### src/hdl/adq_pkg.sv
package adq_pkg;

  typedef enum logic [1:0] {
    ACT_PUSH_FRONT = 2'd0,
    ACT_PUSH_BACK  = 2'd1,
    ACT_POP_FRONT  = 2'd2,
    ACT_POP_BACK   = 2'd3
  } action_e;

  typedef enum logic [1:0] {
    ST_DONE  = 2'd0,
    ST_FULL  = 2'd1,
    ST_EMPTY = 2'd2
  } status_e;

  localparam int unsigned FieldWidth = 32;
  localparam int unsigned CountWidth = 8;

  typedef struct packed {
    action_e                       action;
    logic signed [FieldWidth-1:0]  value;
  } req_t;

  typedef struct packed {
    logic signed [FieldWidth-1:0]  popped_value;
    logic        [CountWidth-1:0]  count;
    status_e                       status;
  } rsp_t;

endpackage

### src/hdl/adq_ctrl.sv
module adq_ctrl import adq_pkg::*; #(
  parameter int unsigned DEPTH      = 128,
  parameter int unsigned WORD_WIDTH = 32
) (
  input  logic                     clk_i,
  input  logic                     rst_ni,
  input  logic                     accept_i,
  input  req_t                     req_i,
  output logic                     mem_en_o,
  output logic                     mem_we_o,
  output logic [$clog2(DEPTH)-1:0] mem_addr_o,
  output logic [WORD_WIDTH-1:0]    mem_wdata_o,
  input  logic [WORD_WIDTH-1:0]    mem_rdata_i,
  output logic                     done_o,
  output rsp_t                     result_o
);

  localparam int unsigned PtrW = $clog2(DEPTH);
  localparam int unsigned CntW = $clog2(DEPTH + 1);
  localparam int unsigned SumW = PtrW + 1;
  localparam logic [SumW-1:0] DepthS = SumW'(DEPTH);
  localparam logic [PtrW-1:0] LastP  = PtrW'(DEPTH - 1);
  localparam logic [CntW-1:0] DepthC = CntW'(DEPTH);

  logic [PtrW-1:0] head_q, head_d;
  logic [CntW-1:0] count_q, count_d;
  logic            done_q, pop_ok_q, pop_ok_d;
  status_e         status_q, status_d;

  logic            full, empty;
  logic [PtrW-1:0] head_dec, head_inc, tail_slot, last_slot;
  logic [SumW-1:0] tail_sum, last_sum;
  logic signed [63:0] wide_in, wide_out;

  assign full     = (count_q == DepthC);
  assign empty    = (count_q == '0);
  assign head_dec = (head_q == '0) ? LastP : head_q - 1'b1;
  assign head_inc = (head_q == LastP) ? '0 : head_q + 1'b1;
  assign tail_sum = SumW'(head_q) + SumW'(count_q);
  assign last_sum = tail_sum - 1'b1;
  assign tail_slot = (tail_sum >= DepthS) ? PtrW'(tail_sum - DepthS) : PtrW'(tail_sum);
  assign last_slot = (last_sum >= DepthS) ? PtrW'(last_sum - DepthS) : PtrW'(last_sum);

  assign wide_in     = 64'(req_i.value);
  assign mem_wdata_o = wide_in[WORD_WIDTH-1:0];

  always_comb begin
    head_d     = head_q;
    count_d    = count_q;
    pop_ok_d   = 1'b0;
    status_d   = ST_DONE;
    mem_en_o   = 1'b0;
    mem_we_o   = 1'b0;
    mem_addr_o = head_q;
    if (accept_i) begin
      unique case (req_i.action)
        ACT_PUSH_FRONT: begin
          if (full) begin
            status_d = ST_FULL;
          end else begin
            mem_en_o   = 1'b1;
            mem_we_o   = 1'b1;
            mem_addr_o = head_dec;
            head_d     = head_dec;
            count_d    = count_q + 1'b1;
          end
        end
        ACT_PUSH_BACK: begin
          if (full) begin
            status_d = ST_FULL;
          end else begin
            mem_en_o   = 1'b1;
            mem_we_o   = 1'b1;
            mem_addr_o = tail_slot;
            count_d    = count_q + 1'b1;
          end
        end
        ACT_POP_FRONT: begin
          if (empty) begin
            status_d = ST_EMPTY;
          end else begin
            mem_en_o   = 1'b1;
            mem_addr_o = head_q;
            head_d     = head_inc;
            count_d    = count_q - 1'b1;
            pop_ok_d   = 1'b1;
          end
        end
        ACT_POP_BACK: begin
          if (empty) begin
            status_d = ST_EMPTY;
          end else begin
            mem_en_o   = 1'b1;
            mem_addr_o = last_slot;
            count_d    = count_q - 1'b1;
            pop_ok_d   = 1'b1;
          end
        end
        default: begin
          status_d = ST_DONE;
        end
      endcase
    end
  end

  always_ff @(posedge clk_i or negedge rst_ni) begin
    if (!rst_ni) begin
      head_q  <= '0;
      count_q <= '0;
      done_q  <= 1'b0;
    end else begin
      head_q  <= head_d;
      count_q <= count_d;
      done_q  <= accept_i;
    end
  end

  always_ff @(posedge clk_i) begin
    pop_ok_q <= pop_ok_d;
    status_q <= status_d;
  end

  // read data lands in the cycle after the pop; count_q already holds the new count
  assign wide_out = 64'($signed(mem_rdata_i));

  assign done_o                = done_q;
  assign result_o.popped_value = pop_ok_q ? wide_out[FieldWidth-1:0] : '0;
  assign result_o.count        = CountWidth'(count_q);
  assign result_o.status       = status_q;

endmodule

### config.mk
export PLATFORM = sky130hd
export DESIGN_NAME = adq_ctrl
export DESIGN_NICKNAME = d
export VERILOG_FILES = /design/src/hdl/adq_pkg.sv /design/src/hdl/adq_ctrl.sv
export SDC_FILE = /design/constraint.sdc
export NUM_CORES = 1
export LEC_CHECK = 0
export ABC_AREA = 1
export BUFFER_PORTS_ARGS = -buffer_cell sky130_fd_sc_hd__buf_2
export CAP_MARGIN = 5
export CORE_MARGIN = 2
export CORE_UTILIZATION = 31
export CTS_CLUSTER_DIAMETER = 150
export CTS_CLUSTER_SIZE = 10
export DETAILED_ROUTE_END_ITERATION = 10
export PLACE_DENSITY_LB_ADDON = 0.25
export SLEW_MARGIN = 20
export SYNTH_ARGS = -nofsm -noshare
export SYNTH_HDL_FRONTEND = slang
export SYNTH_SLANG_ARGS = --single-unit
### constraint.sdc
create_clock -name clk_i -period 4.97 [get_ports clk_i]
set_clock_uncertainty 0.2 [all_clocks]
set_input_delay 0.7455 -clock clk_i [delete_from_list [all_inputs] [get_ports clk_i]]
set_output_delay 0.7455 -clock clk_i [all_outputs]
set_load 0.01 [all_outputs]
==> impl_metrics.ini, run 1 <==
[synthesis]
warning_count_from_the_yosys_run = 0
netlist_area_um2 = 2720
synth_enable_flop_cells = 0
postSynth.topFlopCell = sky130_fd_sc_hd__dfrtp_1
postSynth.asyncResetShare = 0.842
synth.lib_cells_used.distinct = 38
syn_nets = 535
synth-seq-cells = 19
yosys-top-cells-area = sky130_fd_sc_hd__nand2_1 (17%), sky130_fd_sc_hd__dfrtp_1 (15%), sky130_fd_sc_hd__inv_1 (11%)
synth_cells = 448
ys_seq_area_frac = 0.169
synth_area_leader_cell = sky130_fd_sc_hd__nand2_1
netlist.area_leader.share = 0.166
average_cell_area_after_synthesis_um2 = 6.07

[global_route]
global_route_wire_length_before_repair_um = 13600
vias_in_the_first_global_route = 2948
total_grt_usage = 0.171
grt_overflow = 0
grt_antenna_before_repair = 0
grt_start_max_net_pins = 33

[place]
post-dp-hpwl_um = 6690
placed_cells_incl_taps = 597
preCtsSetupSlack_ns = 1.58
portBuffers = 88
gp_routability_congestion = 0.993

[clocking]
cts_tree = yes
cts.clk_slew.worst_paths_ns = 0.08
postCtsSetupBuffers = 0
clock_tree.htree_level_count = 1
clk-insertion-delay-late_ns = 0.26
cts_resized = 0
clock-sinks = 19
clock_root_buffer = sky130_fd_sc_hd__clkbuf_8
cts.hold.buffers_added = 0
cts_inserted_buffers = 3
number_of_buffers_between_clock_root_and_the_deepest_sink = 2

[worst_setup_path]
r2r-start = count_q[1]$_DFFE_PN0P_
worstSetupStartpoint = count_q[0]$_DFFE_PN0P_
cp_data_required_time_ns = 4.02
critical_path.max_fanout = 6
setup.worst_path.class = reg2out
arrival_worst_endpoint_ns = 2.74
critPathCaptureType = output pin
startpoint_type = flop

[detailed_routing]
route.detailed.wl_per_inst_um = 13.7
drt_drc_violations_left = 0
detail_route.iter0.violations = 155
post_drt_via_cell_ratio = 4.94
drt-total-wl_um = 8260
antenna_left = 0
dr.pass1.iters = 5
via_count = 2969

[floorplan]
std_cell_rows = 34
design.die.area_um2 = 9540
die_y_um = 97.7
core_area_um2 = 8640
die_wd_um = 97.7
start_util = 0.315
boundaryPins = 153

[timing]
slew_viol_final = 0
fin_worst_hold_slack_ns = 0.194
hold_viol_final = 0
worst-slew-pin-transition_ns = 1.00
fmax_ghz = 0.272
post-route-min-period_ns = 3.68
worst_slew_margin_rel = 0.332
setup_viol = 0
setup_repair_after_global_routing_missed_its_margin = false
post-route-worst-setup-slack_ns = 1.29
setup_total_negative_slack_ns = 0
period_share = 0.741

[finish]
sequential_cell_area_um2 = 460
multi_input_comb_area_um2 = 1630
design.final.nets = 581
layout-drive-gt1-share = 0.221
fillCellCount = 960
antenna_cells = 0
fin_cells = 601
layout-area-overhead-vs-synth_pct = 11.0

[run]
drv_cap = 0

[power]
pwr_density_cell_nw_per_um2 = 494
power.total_w = 0.00149
leakagePower_nw = 1.88
ir_drop_v = 0.000181

[status]
run_status = completed

[min_path]
timing.hold.worst.class = in2async
## sequential cells by signal, summed over array words and instances, names as in the netlist
signal and count:
head_q 7, count_q 8, pop_ok_q 1, done_o 1, status_q 2
## layout make-up
type / count / area share
clock buffers: 3 / 0.0137
clock inverters: 1 / 0.00166
inverters: 83 / 0.103
multi-input cells: 299 / 0.539
flip-flops and latches: 19 / 0.152
well taps: 108 / 0.0447
repair buffers: 88 / 0.146
## synthesized netlist by cell type, types with 2 or more instances
cell / number
sky130_fd_sc_hd__nand2_1: 120
sky130_fd_sc_hd__inv_1: 79
sky130_fd_sc_hd__buf_4: 34
sky130_fd_sc_hd__o21ai_0: 27
sky130_fd_sc_hd__nor2_1: 26
sky130_fd_sc_hd__a21oi_1: 25
sky130_fd_sc_hd__nand3_1: 25
sky130_fd_sc_hd__dfrtp_1: 16
sky130_fd_sc_hd__ha_1: 16
sky130_fd_sc_hd__xor2_1: 10
sky130_fd_sc_hd__clkbuf_1: 8
sky130_fd_sc_hd__nand4_1: 8
sky130_fd_sc_hd__nor3_1: 6
sky130_fd_sc_hd__a21oi_2: 4
sky130_fd_sc_hd__o211ai_1: 4
sky130_fd_sc_hd__a22oi_1: 3
sky130_fd_sc_hd__buf_2: 3
sky130_fd_sc_hd__dfxtp_1: 3
sky130_fd_sc_hd__nor3_2: 3
sky130_fd_sc_hd__xnor2_1: 3
sky130_fd_sc_hd__buf_6: 2
sky130_fd_sc_hd__clkinv_1: 2
sky130_fd_sc_hd__fa_1: 2
sky130_fd_sc_hd__inv_2: 2
sky130_fd_sc_hd__nand3_2: 2
sky130_fd_sc_hd__o2111ai_1: 2
sky130_fd_sc_hd__o21ai_2: 2
## worst paths after layout
| check | cells past startpoint | slack (ns) | endpoint |
|---|---|---|---|
| max in group asynchronous | 1 | 4.09 | count_q[0]$_DFFE_PN0P_ |
| max reg2reg | 7 | 2.41 | count_q[4]$_DFFE_PN0P_ |
| max | 16 | 1.29 | mem_addr_o[6] |
| min reg2reg | 1 | 0.42 | count_q[0]$_DFFE_PN0P_ |
| min in group clk_i | 1 | 0.42 | count_q[0]$_DFFE_PN0P_ |
| min | 1 | 0.19 | count_q[6]$_DFFE_PN0P_ |
## cell usage in the layout (no fill, tap or decap), types with 10 or more instances in the layout
| cell | netlist | routed |
|---|---|---|
| sky130_fd_sc_hd__o21ai_0 | 27 | 27 |
| sky130_fd_sc_hd__nand3_1 | 25 | 25 |
| sky130_fd_sc_hd__nor2_1 | 26 | 26 |
| sky130_fd_sc_hd__buf_2 | 3 | 88 |
| sky130_fd_sc_hd__xor2_1 | 10 | 10 |
| sky130_fd_sc_hd__dfrtp_1 | 16 | 16 |
| sky130_fd_sc_hd__inv_1 | 79 | 79 |
| sky130_fd_sc_hd__nand2_1 | 120 | 120 |
| sky130_fd_sc_hd__ha_1 | 16 | 16 |
| sky130_fd_sc_hd__a21oi_1 | 25 | 25 |
## power by group
| part | switching [W] | leakage [nW] | internal [W] | total (W) |
|---|---|---|---|---|
| sequential | 0.000121 | 0.210 | 0.000206 | 0.000327 |
| clock | 0.0000586 | 0.0255 | 0.0000559 | 0.000115 |
| combinational | 0.000655 | 1.65 | 0.000396 | 0.00105 |
## metrics by stage
stage                      util  instance area [um2]
final                     0.350                 3020
after floorplan               -                 2720
after global routing      0.350                 3020
after CTS                 0.350                 3020
after global placement    0.344                 2970
after detailed placement  0.344                 2970
## kinds of logic after synthesis
group / Yosys count / synth area share
AOI/OAI and AO/OA: 72 / 0.153
adders and majority gates: 18 / 0.0883
DFF: 19 / 0.169
and+or+nand+nor: 196 / 0.315
buffers and inverters: 130 / 0.233
xor gates and xnor gates: 13 / 0.0418
## critical path, stage by stage (launching register included)
cell	delay, ns
sky130_fd_sc_hd__dfrtp_1	0.48
sky130_fd_sc_hd__ha_1	0.24
sky130_fd_sc_hd__inv_1	0.06
sky130_fd_sc_hd__fa_1	0.55
sky130_fd_sc_hd__ha_1	0.19
sky130_fd_sc_hd__inv_1	0.04
sky130_fd_sc_hd__nor2_1	0.13
sky130_fd_sc_hd__nand2_1	0.09
sky130_fd_sc_hd__nor2_1	0.17
sky130_fd_sc_hd__nand2_1	0.08
sky130_fd_sc_hd__nand2_1	0.06
sky130_fd_sc_hd__nand3_1	0.07
sky130_fd_sc_hd__nand2_1	0.07
sky130_fd_sc_hd__nand2_1	0.05
sky130_fd_sc_hd__nand2_1	0.05
sky130_fd_sc_hd__nand2_1	0.04
sky130_fd_sc_hd__buf_2	0.13
## metal layers
layer,vias to the layer above,track usage,routed length (um)
li1,1475,-,-
met1,1323,0.205,3460
met2,151,0.302,3900
met3,20,0.0324,719
met4,0,0.0641,188
met5,-,0,0
No activity file was read; power rests on OpenSTA's default activity.
==> inputs of run 2 (changes only) <==
Settings changed: ABC_AREA 1 to 0.
Clock period 4.97 ns to 3.6 ns, I/O delays scaled along.
==> run 2 against run 1 <==
The run now ends with hold timing left. Critical path type unchanged. Worst hold slack got worse by 0.20 ns. Setup slack got worse by 1.1 ns. Non-clock buffer count rose by 15. Sequential share of layout area fell by 0.39 points. Power rose by 73%. Synthesized cell count fell by 20%. Critical path depth fell by 8. Global-route usage rose by 0.11 points.
==> impl_metrics.ini, run 2 <==
[worst_setup_path]
startpoint_type = flop
cp_slowest_cell = sky130_fd_sc_hd__or4b_2
worstReg2RegEnd = head_q[5]$_DFFE_PN0P_
setup.worst_path.class = reg2out
cell_count_of_the_worst_reg_to_reg_path = 6
critical_path.max_fanout = 6
r2r-start = count_q[5]$_DFFE_PN0P_
worstSetupStartpoint = count_q[3]$_DFFE_PN0P_
critPathCaptureType = output pin
crit_family = simple AND/OR/NAND/NOR gates
r2r_slack_ns = 1.15
endpoint = mem_addr_o[6]
crit_path_cell_chain = ha_1 -> o21ai_0 -> or4b_2 -> o2111ai_1 -> nor4_2 -> xnor2_1 -> o211ai_1 -> buf_2
arrival_worst_endpoint_ns = 2.66
cp_data_required_time_ns = 2.86
critical_path_max_stage_delay_ns = 0.62
timing.critical_path.depth = 8
worst-path-buf-inv = 1

[detailed_routing]
post_drt_via_cell_ratio = 5.22
route.detailed.wl_per_inst_um = 15.8
dr.pass1.iters = 4
via_count = 2721
antenna_left = 0
drt_drc_violations_left = 0
drt-total-wl_um = 8220
detail_route.iter0.violations = 202

[finish]
sequential_cell_area_um2 = 464
layout_top_registers = count_q: 8 flops, head_q: 7 flops, status_q: 2 flops
fin_cells = 521
multi_input_comb_area_um2 = 1890
fillCellCount = 907
largest_register = count_q
antenna_cells = 0
layout_common_cells = sky130_fd_sc_hd__buf_2 (88), sky130_fd_sc_hd__and2_1 (33), sky130_fd_sc_hd__nor2_1 (29)
layout-area-overhead-vs-synth_pct = 15.2
fin_util = 0.364
layout_commonest_cell = sky130_fd_sc_hd__buf_2
design.final.nets = 501
largest_reg_flops = 8
layout-drive-gt1-share = 0.322

[synthesis]
warning_count_from_the_yosys_run = 0
postSynth.topFlopCell = sky130_fd_sc_hd__dfrtp_1
synth.lib_cells_used.distinct = 67
netlist_area_um2 = 2710
synth_common_cells = sky130_fd_sc_hd__and2_1 (33), sky130_fd_sc_hd__buf_4 (33), sky130_fd_sc_hd__nor2_1 (29)
syn_nets = 446
ys_seq_area_frac = 0.170
synth_enable_flop_cells = 0
postSynth.asyncResetShare = 0.842
average_cell_area_after_synthesis_um2 = 7.56
synth_area_leader_cell = sky130_fd_sc_hd__dfrtp_1
synth_cells = 359
netlist.area_leader.share = 0.148
synth-seq-cells = 19
yosys-top-cells-area = sky130_fd_sc_hd__dfrtp_1 (15%), sky130_fd_sc_hd__buf_4 (9.1%), sky130_fd_sc_hd__and2_1 (7.6%)

[timing]
hold_viol_final = 16
setup_total_negative_slack_ns = 0
post-route-min-period_ns = 3.40
post-route-worst-setup-slack_ns = 0.202
fin_worst_hold_slack_ns = -0.0108
period_share = 0.944
worst-slew-pin-transition_ns = 0.678
worst_slew_margin_rel = 0.548
setup_viol = 0
fmax_ghz = 0.294
slew_viol_final = 0

[place]
preCtsSetupSlack_ns = 0.339
gp_routability_congestion = 0.911
portBuffers = 88
placed_cells_incl_taps = 515
post-dp-hpwl_um = 6340

[run]
drv_cap = 0

[global_route]
global_route_wire_length_before_repair_um = 13800
grt_start_max_net_pins = 33
grt_antenna_before_repair = 0
vias_in_the_first_global_route = 2764
grt_overflow = 0
total_grt_usage = 0.172

[floorplan]
die_y_um = 97.6
die_wd_um = 97.6
boundaryPins = 153
design.die.area_um2 = 9520
start_util = 0.316
core_area_um2 = 8590
std_cell_rows = 34

[status]
violations = hold timing
run_status = complete, but fails checks

[power]
ir_drop_v = 0.000380
pwr_density_cell_nw_per_um2 = 828
power.total_w = 0.00259
leakagePower_nw = 1.46

[clocking]
clock-sinks = 19
clk-insertion-delay-late_ns = 0.27
cts.clk_slew.worst_paths_ns = 0.09
cts_inserted_buffers = 3
number_of_buffers_between_clock_root_and_the_deepest_sink = 2
clock_tree.htree_level_count = 1
cts_tree = yes
clock_root_buffer = sky130_fd_sc_hd__clkbuf_8
cts.hold.buffers_added = 0

[min_path]
timing.hold.worst.class = in2async
-- run 2: logic make-up (layout without fill, tap and decap cells) --
logic type,after synthesis,count (layout),share of synthesized area
fa+ha+maj,18,18,0.0885
mux,6,6,0.0235
flops,19,19,0.170
xor+xnor,15,15,0.0484
simple gates,140,140,0.284
compound gates,98,98,0.238
buf+inv,63,117,0.148
-- run 2: worst min-delay path by stage --
stage                             end  slack [ns]   start  cells after the start
4_1_cts        count_q[7]$_DFFE_PN0P_       0.003  rst_ni                      1
3_5_place_dp    head_q[2]$_DFFE_PN0P_        0.30  rst_ni                      1
6_report        head_q[5]$_DFFE_PN0P_       -0.01  rst_ni                      1
5_1_grt         head_q[5]$_DFFE_PN0P_       0.003  rst_ni                      1
2_1_floorplan  count_q[0]$_DFFE_PN0P_        0.04  rst_ni                      0
3_3_place_gp    head_q[2]$_DFFE_PN0P_        0.30  rst_ni                      1
-- run 2: final cells by class --
cell class                 count  area share
multi-input combinational    277       0.604
inverter                      10      0.0120
clock buffer                   3      0.0132
clock inverter                 1     0.00160
timing repair buffer         103       0.177
tap                          108      0.0432
sequential                    19       0.149
-- run 2: power breakdown --
group	switching (W)	total, W	internal [W]
Combinational	0.00111	0.00195	0.000836
Clock	0.0000874	0.000165	0.0000775
Sequential	0.000174	0.000474	0.000299
-- run 2: repair_timing --
action	CTS	global route
resized for setup	0	9
endpoints found under the setup margin	0	6
buffers inserted	0	2
-- run 2: worst register-to-register path, delay by kind of cell, from the launching register on --
| family | cells | cell delay [ns] |
|---|---|---|
| simple gates | 3 | 1.30 |
| flops | 1 | 0.49 |
| compound gates | 3 | 0.33 |
-- run 2: metrics by stage --
stage          instance area [um2]  hold slack [ns]
4_1_cts                       3070          0.00341
6_report                      3130          -0.0108
3_3_place_gp                  3020            0.301
2_1_floorplan                 2710           0.0444
3_5_place_dp                  3020            0.303
5_1_grt                       3130          0.00274
-- run 2: routing by layer --
| layer | routed length, um | share of wire | global-route usage | vias up |
|---|---|---|---|---|
| met5 | 0 | 0 | 0 | - |
| met4 | 87 | 0.011 | 0.0524 | 0 |
| met3 | 320 | 0.039 | 0.0230 | 14 |
| met2 | 3820 | 0.46 | 0.269 | 54 |
| met1 | 3990 | 0.49 | 0.247 | 1293 |
| li1 | - | - | - | 1360 |
==> inputs of run 3 (changes only) <==
Settings changed: GPL_TIMING_DRIVEN from default to 0.
==> run 3 against run 2 <==
The run still ends with hold timing left. First-iteration DRC count grew 16%. Sequential power shrank 0.8%. Worst hold slack improved by 0.0018 ns. Non-clock buffer count is 77 higher. Global-route usage up 0.37 points. Power is 5.7% higher. Routed wire length grew 9.2%. Via count is 12% higher. Clock power is essentially flat. Critical endpoint unchanged. Highest routed layer unchanged.
==> impl_metrics.ini, run 3 (same netlist as run 2, synthesis figures left out) <==
[status]
run_status = complete, but fails checks
violations = hold timing

[timing]
post-route-worst-setup-slack_ns = 0.102
worst_slew_margin_rel = 0.508
setup_viol = 0
period_share = 0.972
fin_worst_hold_slack_ns = -0.00897
worst-slew-pin-transition_ns = 0.734
setup_repair_after_global_routing_missed_its_margin = true
fmax_ghz = 0.286
hold_viol_final = 15
post-route-min-period_ns = 3.50
slew_viol_final = 0

[power]
p_comb_frac = 0.769
power.share.clock = 0.059
intPower_w = 0.00129
net-switching-power_w = 0.00144
leakagePower_nw = 1.76
power.total_w = 0.00273
p_sw_frac = 0.528
ir_drop_v = 0.000227
pwr_density_cell_nw_per_um2 = 756
fraction_of_power_consumed_by_sequential_logic = 0.172

[global_route]
vias_in_the_first_global_route = 2849
total_grt_usage = 0.176
global_route_wire_length_before_repair_um = 14000
grt_antenna_before_repair = 0
grt_start_max_net_pins = 17
grt_overflow = 0

[floorplan]
design.die.area_um2 = 9520
std_cell_rows = 34
core_area_um2 = 8590
die_wd_um = 97.6
boundaryPins = 153
die_y_um = 97.6
start_util = 0.316

[finish]
layout_common_cells = sky130_fd_sc_hd__buf_2 (123), sky130_fd_sc_hd__buf_4 (40), sky130_fd_sc_hd__and2_1 (33)
design.final.nets = 578
layout-drive-gt1-share = 0.412
layout_commonest_cell = sky130_fd_sc_hd__buf_2
largest_register = count_q
antenna_cells = 0
fillCellCount = 909
layout_top_registers = count_q: 8 flops, head_q: 7 flops, status_q: 2 flops
fin_util = 0.421
layout-area-overhead-vs-synth_pct = 33.2
largest_reg_flops = 8

[clocking]
clock-sinks = 19
cts.clk_slew.worst_paths_ns = 0.09
clk-insertion-delay-late_ns = 0.27
cts_tree = yes
number_of_buffers_between_clock_root_and_the_deepest_sink = 2
clock_root_buffer = sky130_fd_sc_hd__clkbuf_8
clock_tree.htree_level_count = 1
cts_inserted_buffers = 3

[worst_setup_path]
setup.worst_path.class = reg2out
arrival_worst_endpoint_ns = 2.76
cp_slowest_cell = sky130_fd_sc_hd__or4b_2
critPathCaptureType = output pin
crit_path_cell_chain = ha_1 -> o21ai_0 -> or4b_2 -> o2111ai_1 -> nor4_2 -> xnor2_1 -> o211ai_1 -> buf_2
startpoint_type = flop
critical_path_max_stage_delay_ns = 0.62
critical_path.max_fanout = 6
cp_data_required_time_ns = 2.86
r2r_slack_ns = 1.16

[place]
portBuffers = 120
post-dp-hpwl_um = 7100
preCtsSetupSlack_ns = 0.238
gp_routability_congestion = 0.916

[detailed_routing]
post_drt_via_cell_ratio = 5.09
dr.pass1.iters = 4
antenna_left = 0
route.detailed.wl_per_inst_um = 15.0
drt-total-wl_um = 8970
detail_route.iter0.violations = 234
via_count = 3042
drt_drc_violations_left = 0

[run]
drv_cap = 0

[min_path]
timing.hold.worst.class = in2async
-- run 3: cell count changes in the layout (fill, tap and decap cells not counted), sizes merged --
| cell | change |
|---|---|
| clkbuf | +12 |
| buf | +65 |
-- run 3: power groups by stage --
stage	Clock [W]	Sequential (W)	Combinational [W]
6_report	0.000162	0.000470	0.00210
5_1_grt	0.000173	0.000485	0.00232
4_1_cts	0.000168	0.000478	0.00190
3_5_place_dp	0	0.000481	0.00187
3_3_place_gp	0	0.000481	0.00184
2_1_floorplan	0	0.000443	0.00140
-- run 3: layout make-up --
cell class / instances / area, um2 / share of cell area
buffer: 53 / 364 / 0.101
multi-input combinational: 277 / 1910 / 0.529
sequential: 19 / 465 / 0.129
tap: 108 / 135 / 0.0374
timing repair buffer: 127 / 653 / 0.181
clock inverter: 1 / 5.00 / 0.00138
clock buffer: 3 / 41.3 / 0.0114
inverter: 10 / 37.5 / 0.0104
-- run 3: what timing repair did --
| action | 4_1_cts | 5_1_grt |
|---|---|---|
| hold buffers | 0 | 0 |
| pin swaps | 0 | 1 |
| hold endpoints to repair | 0 | 0 |
| gates resized for setup | 2 | 11 |
| setup buffers | 0 | 7 |
| setup endpoints to repair | 2 | 6 |
-- run 3: path summary, 6_finish.rpt --
path,start,to,cells after the start
min in group clk_i,accept_i,done_o$_DFF_PN0_,1
max,count_q[2]$_DFFE_PN0P_,mem_addr_o[6],8
min,rst_ni,count_q[7]$_DFFE_PN0P_,1
min reg2reg,count_q[0]$_DFFE_PN0P_,count_q[0]$_DFFE_PN0P_,2
max in group asynchronous,rst_ni,head_q[1]$_DFFE_PN0P_,1
max reg2reg,count_q[3]$_DFFE_PN0P_,head_q[3]$_DFFE_PN0P_,7
-- run 3: metrics by stage --
step	instance area, um2	TNS, ns	instances	hold slack [ns]
floorplan	2710	0	359	0.0444
global placement	3450	0	587	0.298
detailed placement	3450	0	587	0.294
CTS	3500	0	591	0.00233
global route	3610	-0.148	598	0.0198
finish	3610	0	598	-0.00897
-- run 3: critical path: cells and delay by family, from the launching register on --
kind	cells	cell delay, ns
AND/OR/NAND/NOR	2	0.74
AO/OA/AOI/OAI	3	0.57
flip-flops	1	0.46
adder cells (fa/ha/maj)	1	0.41
buffers and inverters	1	0.16
XOR/XNOR	1	0.15
-- run 3: metal layers --
| metal | global-route usage | vias up | share of wire |
|---|---|---|---|
| met2 | 0.300 | 113 | 0.49 |
| met3 | 0.0223 | 8 | 0.054 |
| met4 | 0.0310 | 0 | 0.0087 |
| met1 | 0.241 | 1406 | 0.45 |
| met5 | 0 | - | 0 |
| li1 | - | 1515 | - |
